<file path="config.mk">
export PLATFORM = sky130hd
export DESIGN_NAME = block_sparse_row_layout
export DESIGN_NICKNAME = d
export VERILOG_FILES = /design/src/bsrl_pkg.sv /design/src/bsrl_cell.sv /design/src/block_sparse_row_layout.sv
export SDC_FILE = /design/constraint.sdc
export NUM_CORES = 2
export LEC_CHECK = 0
export ABC_AREA = 1
export BUFFER_PORTS_ARGS = -buffer_cell sky130_fd_sc_hd__buf_2
export CAP_MARGIN = 20
export CELL_PAD_IN_SITES_DETAIL_PLACEMENT = 0
export CELL_PAD_IN_SITES_GLOBAL_PLACEMENT = 2
export CORE_ASPECT_RATIO = 0.5
export CORE_UTILIZATION = 35
export DETAILED_ROUTE_END_ITERATION = 10
export PLACE_DENSITY_LB_ADDON = 0.1
export SLEW_MARGIN = 20
export SYNTH_ARGS = -nofsm -noshare
export SYNTH_HDL_FRONTEND = slang
export SYNTH_SLANG_ARGS = --single-unit
</file>
<file path="constraint.sdc">
create_clock -name clk_i -period 15.7 [get_ports clk_i]
set_clock_uncertainty 0.1 [all_clocks]
set_input_delay 3.14 -clock clk_i [delete_from_list [all_inputs] [get_ports clk_i]]
set_output_delay 3.14 -clock clk_i [all_outputs]
set_load 0.005 [all_outputs]
</file>
<file path="src/bsrl_pkg.sv">
// ----------------------------------------------------------------------------
// Block sparse row layout package
// Types and constants shared by the layout chain and its cells.
// ----------------------------------------------------------------------------
`default_nettype none

package bsrl_pkg;

  localparam int unsigned KeyW   = 64;
  localparam int unsigned StartW = 31;
  localparam int unsigned WidthW = 8;
  localparam int unsigned RowsW  = 16;
  localparam int unsigned PosW   = 5;
  localparam int unsigned OutPosW = 3;
  localparam int unsigned NprW   = 11;
  localparam int unsigned ProdW  = RowsW + NprW;
  localparam int unsigned TotW   = 31;
  localparam int unsigned StW    = 2;

  localparam logic [StW-1:0] StOk       = 2'd0;
  localparam logic [StW-1:0] StRepeat   = 2'd1;
  localparam logic [StW-1:0] StOverflow = 2'd2;

  typedef struct packed {
    logic [KeyW-1:0]   key;
    logic [StartW-1:0] start;
    logic [WidthW-1:0] width;
    logic [PosW-1:0]   pos;
  } cell_t;

  typedef struct packed {
    logic ins;
    logic drain;
  } cell_ctrl_t;

  typedef enum logic [2:0] {
    S_IDLE,
    S_MUL,
    S_CHK,
    S_DRAIN
  } state_e;

endpackage

`default_nettype wire

</file>
<file path="src/bsrl_cell.sv">
// ----------------------------------------------------------------------------
// Layout chain cell
// Holds one block, takes part in sorted insertion and shifts out when drained.
// ----------------------------------------------------------------------------
`default_nettype none

module bsrl_cell import bsrl_pkg::*; (
  input  wire logic       clk_i,
  input  wire cell_ctrl_t ctrl_i,
  input  wire cell_t      new_i,
  input  wire cell_t      left_i,
  input  wire cell_t      right_i,
  input  wire logic       occ_i,
  input  wire logic       occ_left_i,
  input  wire logic       shift_left_i,
  output logic            shift_o,
  output logic            match_o,
  output cell_t           data_o
);

  cell_t data_q, data_d;

  assign shift_o = occ_i && (new_i.start < data_q.start);
  assign match_o = occ_i && (new_i.key == data_q.key);
  assign data_o  = data_q;

  always_comb begin
    data_d = data_q;
    if (ctrl_i.drain) begin
      data_d = right_i;
    end else if (ctrl_i.ins) begin
      if (shift_left_i) begin
        data_d = left_i;
      end else if (shift_o || (!occ_i && occ_left_i)) begin
        data_d = new_i;
      end
    end
  end

  always_ff @(posedge clk_i) begin
    data_q <= data_d;
  end

endmodule

`default_nettype wire

</file>
<file path="src/block_sparse_row_layout.sv">
// ----------------------------------------------------------------------------
// Block sparse row layout
// Sorts one factor's column blocks and gives offsets, row and value bases.
// ----------------------------------------------------------------------------
// Each input beat carrying a block is inserted into a chain of MAX_BLOCKS
// cells kept sorted by column start; repeated keys are caught by comparing
// against every held cell. The closing beat passes through S_MUL for the
// row-by-width product and S_CHK for the total checks; then the results
// drain from the chain head at one beat per cycle while the output accepts
// them, one beat for a blockless or null factor. The input is not ready
// from the closing beat until the last result is in the output register.
`default_nettype none

module block_sparse_row_layout import bsrl_pkg::*; #(
  parameter int unsigned MAX_BLOCKS = 8
) (
  input  wire logic         clk_i,
  input  wire logic         rst_ni,
  input  wire logic         s_axis_tvalid,
  output logic              s_axis_tready,
  // block_key[63:0], column_start[94:64], column_width[102:95], row_count[118:103]
  input  wire logic [119:0] s_axis_tdata,
  // factor_null[0], has_block[1]
  input  wire logic [1:0]   s_axis_tuser,
  input  wire logic         s_axis_tlast,
  output logic              m_axis_tvalid,
  input  wire logic         m_axis_tready,
  // block_position[2:0], value_offset[13:3], nonzeros_per_row[24:14],
  // row_begin[55:25], nonzero_begin[86:56]
  output logic [87:0]       m_axis_tdata,
  // block_valid[0], status[2:1]
  output logic [2:0]        m_axis_tuser,
  output logic              m_axis_tlast
);

  localparam int unsigned CntW = $clog2(MAX_BLOCKS + 1);

  state_e state_q, state_d;

  logic [CntW-1:0]   count_q, count_d;
  logic [NprW-1:0]   npr_q, npr_d;
  logic              rep_q, rep_d;
  logic              ovf_q, ovf_d;
  logic              null_q, null_d;
  logic              single_q, single_d;
  logic [RowsW-1:0]  rows_q, rows_d;
  logic [ProdW-1:0]  prod_q, prod_d;
  logic [TotW-1:0]   trow_q, trow_d, tnz_q, tnz_d;
  logic [TotW-1:0]   brow_q, brow_d, bnz_q, bnz_d;
  logic [StW-1:0]    st_q, st_d;
  logic [NprW-1:0]   acc_q, acc_d;
  logic              ovld_q, ovld_d;
  logic [87:0]       odata_q, odata_d;
  logic [2:0]        ouser_q, ouser_d;
  logic              olast_q, olast_d;

  logic              in_fire, ready, emit, drain;
  logic              rep_hit, do_ins, blk_ovf;
  logic [31:0]       lastcol, sum_rows, sum_nz;
  cell_t             new_cell;
  cell_ctrl_t        ctrl;

  cell_t             cdata [MAX_BLOCKS];
  logic [MAX_BLOCKS-1:0] shift, match, occ;

  assign in_fire = s_axis_tvalid && s_axis_tready;
  assign emit    = !ovld_q || m_axis_tready;

  assign new_cell.key   = s_axis_tdata[63:0];
  assign new_cell.start = s_axis_tdata[94:64];
  assign new_cell.width = s_axis_tdata[102:95];
  assign new_cell.pos   = PosW'(count_q);

  assign rep_hit = |match;
  assign do_ins  = in_fire && s_axis_tuser[1] && !s_axis_tuser[0] && !rep_hit &&
                   (count_q < CntW'(MAX_BLOCKS));
  assign lastcol = {1'b0, new_cell.start} + {24'd0, new_cell.width};
  assign blk_ovf = (new_cell.width != '0) && (lastcol > 32'h8000_0000);

  assign ctrl.ins   = do_ins;
  assign ctrl.drain = drain;

  for (genvar i = 0; i < MAX_BLOCKS; i++) begin : g_cell
    assign occ[i] = count_q > CntW'(i);
    bsrl_cell u_cell (
      .clk_i        (clk_i),
      .ctrl_i       (ctrl),
      .new_i        (new_cell),
      .left_i       ((i == 0) ? new_cell : cdata[(i == 0) ? 0 : i - 1]),
      .right_i      ((i == MAX_BLOCKS - 1) ? cdata[i] :
                     cdata[(i == MAX_BLOCKS - 1) ? i : i + 1]),
      .occ_i        (occ[i]),
      .occ_left_i   ((i == 0) ? 1'b1 : occ[(i == 0) ? 0 : i - 1]),
      .shift_left_i ((i == 0) ? 1'b0 : shift[(i == 0) ? 0 : i - 1]),
      .shift_o      (shift[i]),
      .match_o      (match[i]),
      .data_o       (cdata[i])
    );
  end

  always_comb begin
    state_d = state_q;
    unique case (state_q)
      S_IDLE: begin
        if (in_fire && s_axis_tlast) begin
          state_d = S_MUL;
        end
      end
      S_MUL: state_d = S_CHK;
      S_CHK: state_d = S_DRAIN;
      S_DRAIN: begin
        if (emit && (single_q || count_q == CntW'(1))) begin
          state_d = S_IDLE;
        end
      end
      default: state_d = S_IDLE;
    endcase
  end

  always_comb begin
    ready = 1'b0;
    drain = 1'b0;
    unique case (state_q)
      S_IDLE:  ready = 1'b1;
      S_DRAIN: drain = emit && !single_q;
      default: ;
    endcase
  end

  assign s_axis_tready = ready;

  assign sum_rows = {1'b0, trow_q} + {16'd0, rows_q};
  assign sum_nz   = {1'b0, tnz_q} + {5'd0, prod_q};

  always_comb begin
    count_d  = count_q;
    npr_d    = npr_q;
    rep_d    = rep_q;
    ovf_d    = ovf_q;
    null_d   = null_q;
    single_d = single_q;
    rows_d   = rows_q;
    prod_d   = prod_q;
    trow_d   = trow_q;
    tnz_d    = tnz_q;
    brow_d   = brow_q;
    bnz_d    = bnz_q;
    st_d     = st_q;
    acc_d    = acc_q;
    ovld_d   = ovld_q;
    odata_d  = odata_q;
    ouser_d  = ouser_q;
    olast_d  = olast_q;
    if (ovld_q && m_axis_tready) begin
      ovld_d = 1'b0;
    end
    if (in_fire) begin
      if (do_ins) begin
        count_d = count_q + CntW'(1);
        npr_d   = npr_q + NprW'(new_cell.width);
        ovf_d   = ovf_q || blk_ovf;
      end
      if (s_axis_tuser[1] && !s_axis_tuser[0] && rep_hit) begin
        rep_d = 1'b1;
      end
      rows_d = s_axis_tdata[118:103];
      null_d = s_axis_tuser[0];
    end
    if (state_q == S_MUL) begin
      prod_d = ProdW'(rows_q * npr_q);
    end
    if (state_q == S_CHK) begin
      brow_d   = trow_q;
      bnz_d    = tnz_q;
      single_d = null_q || (count_q == '0);
      acc_d    = '0;
      if (null_q) begin
        st_d    = StOk;
        count_d = '0;
        npr_d   = '0;
      end else if (rep_q) begin
        st_d = StRepeat;
      end else if (ovf_q || sum_rows[31] || sum_nz[31]) begin
        st_d = StOverflow;
      end else begin
        st_d   = StOk;
        trow_d = sum_rows[TotW-1:0];
        tnz_d  = sum_nz[TotW-1:0];
      end
    end
    if (state_q == S_DRAIN && emit) begin
      ovld_d = 1'b1;
      if (single_q) begin
        odata_d = {1'b0, bnz_q, brow_q, NprW'(0), NprW'(0), OutPosW'(0)};
        ouser_d = {st_q, 1'b0};
        olast_d = 1'b1;
      end else begin
        odata_d = {1'b0, bnz_q, brow_q, npr_q, acc_q, cdata[0].pos[OutPosW-1:0]};
        ouser_d = {st_q, 1'b1};
        olast_d = (count_q == CntW'(1));
        acc_d   = acc_q + NprW'(cdata[0].width);
        count_d = count_q - CntW'(1);
      end
      if (single_q || count_q == CntW'(1)) begin
        count_d = '0;
        npr_d   = '0;
        rep_d   = 1'b0;
        ovf_d   = 1'b0;
      end
    end
  end

  always_ff @(posedge clk_i or negedge rst_ni) begin
    if (!rst_ni) begin
      state_q  <= S_IDLE;
      count_q  <= '0;
      npr_q    <= '0;
      rep_q    <= 1'b0;
      ovf_q    <= 1'b0;
      null_q   <= 1'b0;
      single_q <= 1'b0;
      trow_q   <= '0;
      tnz_q    <= '0;
      ovld_q   <= 1'b0;
    end else begin
      state_q  <= state_d;
      count_q  <= count_d;
      npr_q    <= npr_d;
      rep_q    <= rep_d;
      ovf_q    <= ovf_d;
      null_q   <= null_d;
      single_q <= single_d;
      trow_q   <= trow_d;
      tnz_q    <= tnz_d;
      ovld_q   <= ovld_d;
    end
  end

  always_ff @(posedge clk_i) begin
    rows_q  <= rows_d;
    prod_q  <= prod_d;
    brow_q  <= brow_d;
    bnz_q   <= bnz_d;
    st_q    <= st_d;
    acc_q   <= acc_d;
    odata_q <= odata_d;
    ouser_q <= ouser_d;
    olast_q <= olast_d;
  end

  assign m_axis_tvalid = ovld_q;
  assign m_axis_tdata  = odata_q;
  assign m_axis_tuser  = ouser_q;
  assign m_axis_tlast  = olast_q;

endmodule

`default_nettype wire

</file>
==> results.md <==
* Run status: complete, no violations
* Post-synthesis sequential area ratio at 45.0%
* Die Y at between 300 and 400 um
* Max-capacitance violation count at 0
* Final hold violations at 0
* Leakage power at 0.0354 uW
* Die width at around 660 um
* CTS max path bufs at 3
* First-pass GRT wire length at 405000 um
* Placed cell count at about 12000
* Pin count of the biggest net entering global routing at 220
* Worst slew pin tran at approximately 1100 ps
* Mean area per synthesized cell at 8.16 um2
* Crit path DAT at 8950 ps
* Crit path capture type: register
* Worst EP required at 15990 ps
* Io pins at about 220
* Mapped Cells at between 9000 and 10000
* Setup TNS at 0 ps
* Initial core utilization at 35.4%
* Worst Hold Depth at 0
* Gates resized, CTS repair at 0
* TritonCTS clock tree: done
* Reg2Reg Depth at 18
* Worst VDD drop at 0.192 mV
* Fmax at 0.115 GHz
* Initial antenna violation count at 25
* Hold-fix buffers at CTS at 0
* Wirelength per Cell at approximately 23 um
* Share of cells above drive strength 1 at under 10%
* FF+latch count, synth at about 1100
* Minimum clock period at 8660 ps
* Power Density at 176 nW/um2
* Max-Slew Margin vs Limit at 24.1%
* Non-Filler Instances at 12000
* Ys flop type: edfxtp_1
* HP Class: reg2reg
* Core Area at 212000 um2
* Final setup violation count at 0
* DR vias at approximately 62000
* Root buffer cell: clkbuf_16
* Row cnt at 119
* Unrepaired setup endpoints after global routing: false
* DR vias/cell at 5.11
* Yosys cell types at between 60 and 70
* Final Max Tran Viols at 0
* Final GP Congestion at 0.857
* Pre-antenna DRT Iters at 6
* Die area at 216000 um2
* Post-CTS setup buffer count at 0
* Nets at slightly below 10000
* Total GRT Usage at between 20% and 30%
* Synth async-reset ratio at roughly 7.4%
* # port buffers at 218
* Htree depth at 3
* Area grow syn2layout at 9.31%
* Net count after synthesis at ~9800
* Final ANT Viol Nets at 0
* Congestion Overflow GR at 0
* Setup Crit Path Kind: in2reg
* Setup crit start kind: primary input
* # DRC at 0
* Period utilization at 55.2%
* CTS Buf Count at around 120
* Clock Latency Late Sink at 780 ps
* Initial drt markers at 5751
* Clock-pin slew on the worst setup and hold paths at approximately 70 ps
* Mapped Area at 75000 um2
* Crit-path max FO at 49
* Vias in the first global route at 58600
* DPL Wire Length at 191000 um
* # clock sinks at approximately 1100
* Yosys warnings at 0
* Number of flops mapped to enable cells by yosys at 1046
* Drt total wl at 278000 um
[through the flow]
step           hold slack [ps]  power [uW]  utilization (%)  cell area, um2  setup slack, ps
3_3_place_gp               301       11500             36.9           78000             6130
2_1_floorplan              300        9240                -           75000             2940
6_report                   320       14500             38.7           81900             7040
3_5_place_dp               305       11500             36.9           78000             6130
5_1_grt                    323       15500             38.7           81900             6780
4_1_cts                    316       14600             38.7           81900             6980
[final timing paths]
path / start / to / slack, ps
max in group asynchronous: rst_ni / npr_q[9] / 12090
setup reg to reg: count_q[0] / g_cell[6].u_cell.data_o[74] / 8680
hold reg to reg: brow_q[16] / m_axis_tdata[41] / 320
min in group asynchronous: rst_ni / tnz_q[28] / 2280
hold / removal: brow_q[16] / m_axis_tdata[41] / 320
setup / recovery: s_axis_tdata[57] / g_cell[6].u_cell.data_o[74] / 7040
[critical path, stage by stage]
cell,delay [ps]
buf_2,290
inv_1,270
o22ai_1,600
nor2_1,80
nand3_1,120
nor2_1,80
nand3_1,90
nand2_1,70
nor2_2,550
nand3_2,190
nor2_4,530
nor2_1,380
nor2_4,750
buf_4,880
buf_4,750
[cells by family (layout without fill, tap and decap cells)]
group / Yosys count / after routing / share of synthesized area, %
simple gates: 3671 / 3671 / 19.3
compound gates: 1993 / 1993 / 13.7
buf+inv: 1556 / 1560 / 8.49
flops: 1141 / 1141 / 45.0
fa+ha+maj: 509 / 509 / 9.80
xor+xnor: 314 / 314 / 3.67
other cells: 1 / 11 / 0.00500
[layer usage]
layer | up-vias | track usage, % | wire length [um]
li1 | 30100 | - | -
met1 | 29600 | 36.4 | 131000
met2 | 1530 | 41.4 | 127000
met3 | 261 | 2.64 | 14400
met4 | 0 | 5.24 | 6050
met5 | - | 0 | 0
[cell type report]
cell class	instances	area, um2
inverters	1060	3990
multi-input cells	6488	35000
repair buffers	284	1720
well taps	2843	3560
clock inverters	72	747
diodes	10	25.0
fillers	21900	130000
clock buffers	144	3130
flip-flops and latches	1141	33700
[placed cells by master, fill, tap and decap left out, types with 84 or more instances in the layout]
cell type and n:
dfrtp_1 84, inv_1 998, nand2_1 2795, edfxtp_1 1046, fa_1 130, a21oi_1 395
xnor2_1 147, clkbuf_16 121, nand3_1 290, ha_1 378, nor2_1 429, buf_2 217
xor2_1 167, o21ai_0 1443
[where the power goes]
| group | internal [uW] | switching (uW) |
|---|---|---|
| Sequential | 4680 | 578 |
| Clock | 1650 | 1370 |
| Combinational | 1780 | 4410 |
[cell usage after synthesis, types with 6 or more instances]
master,n,area (um2)
a21oi_1,396,1980
nor4_1,11,68.8
o21a_1,15,113
o211ai_1,15,113
dfrtp_1,84,2100
o2111ai_1,6,52.6
o22ai_1,14,87.6
nand3_1,294,1470
a31oi_1,8,50.1
buf_4,67,503
clkinv_1,30,113
o21ai_0,1445,7230
nand3b_1,7,52.6
edfxtp_1,1046,31400
nand4_1,51,319
buf_1,34,128
buf_6,17,191
xnor2_1,147,1290
o21ai_1,50,250
clkbuf_1,265,995
o21bai_1,6,45.0
inv_1,998,3750
dfxtp_1,11,220
nor3_1,54,270
fa_1,130,2600
nand2_1,2796,10500
xor2_1,167,1460
buf_2,113,566
inv_2,32,120
o221ai_1,7,61.3
nor2_1,434,1630
ha_1,379,4740
[registers in the layout, summed over array words and instances (netlist names), 4 cells and up]
name	cells
npr_q	11
trow_q	31
g_cell.u_cell.data_o	848
acc_q	11
m_axis_tdata	87
tnz_q	31
prod_q	27
bnz_q	31
brow_q	31
count_q	4
rows_q	16
Power figures use the tool's default switching activity.
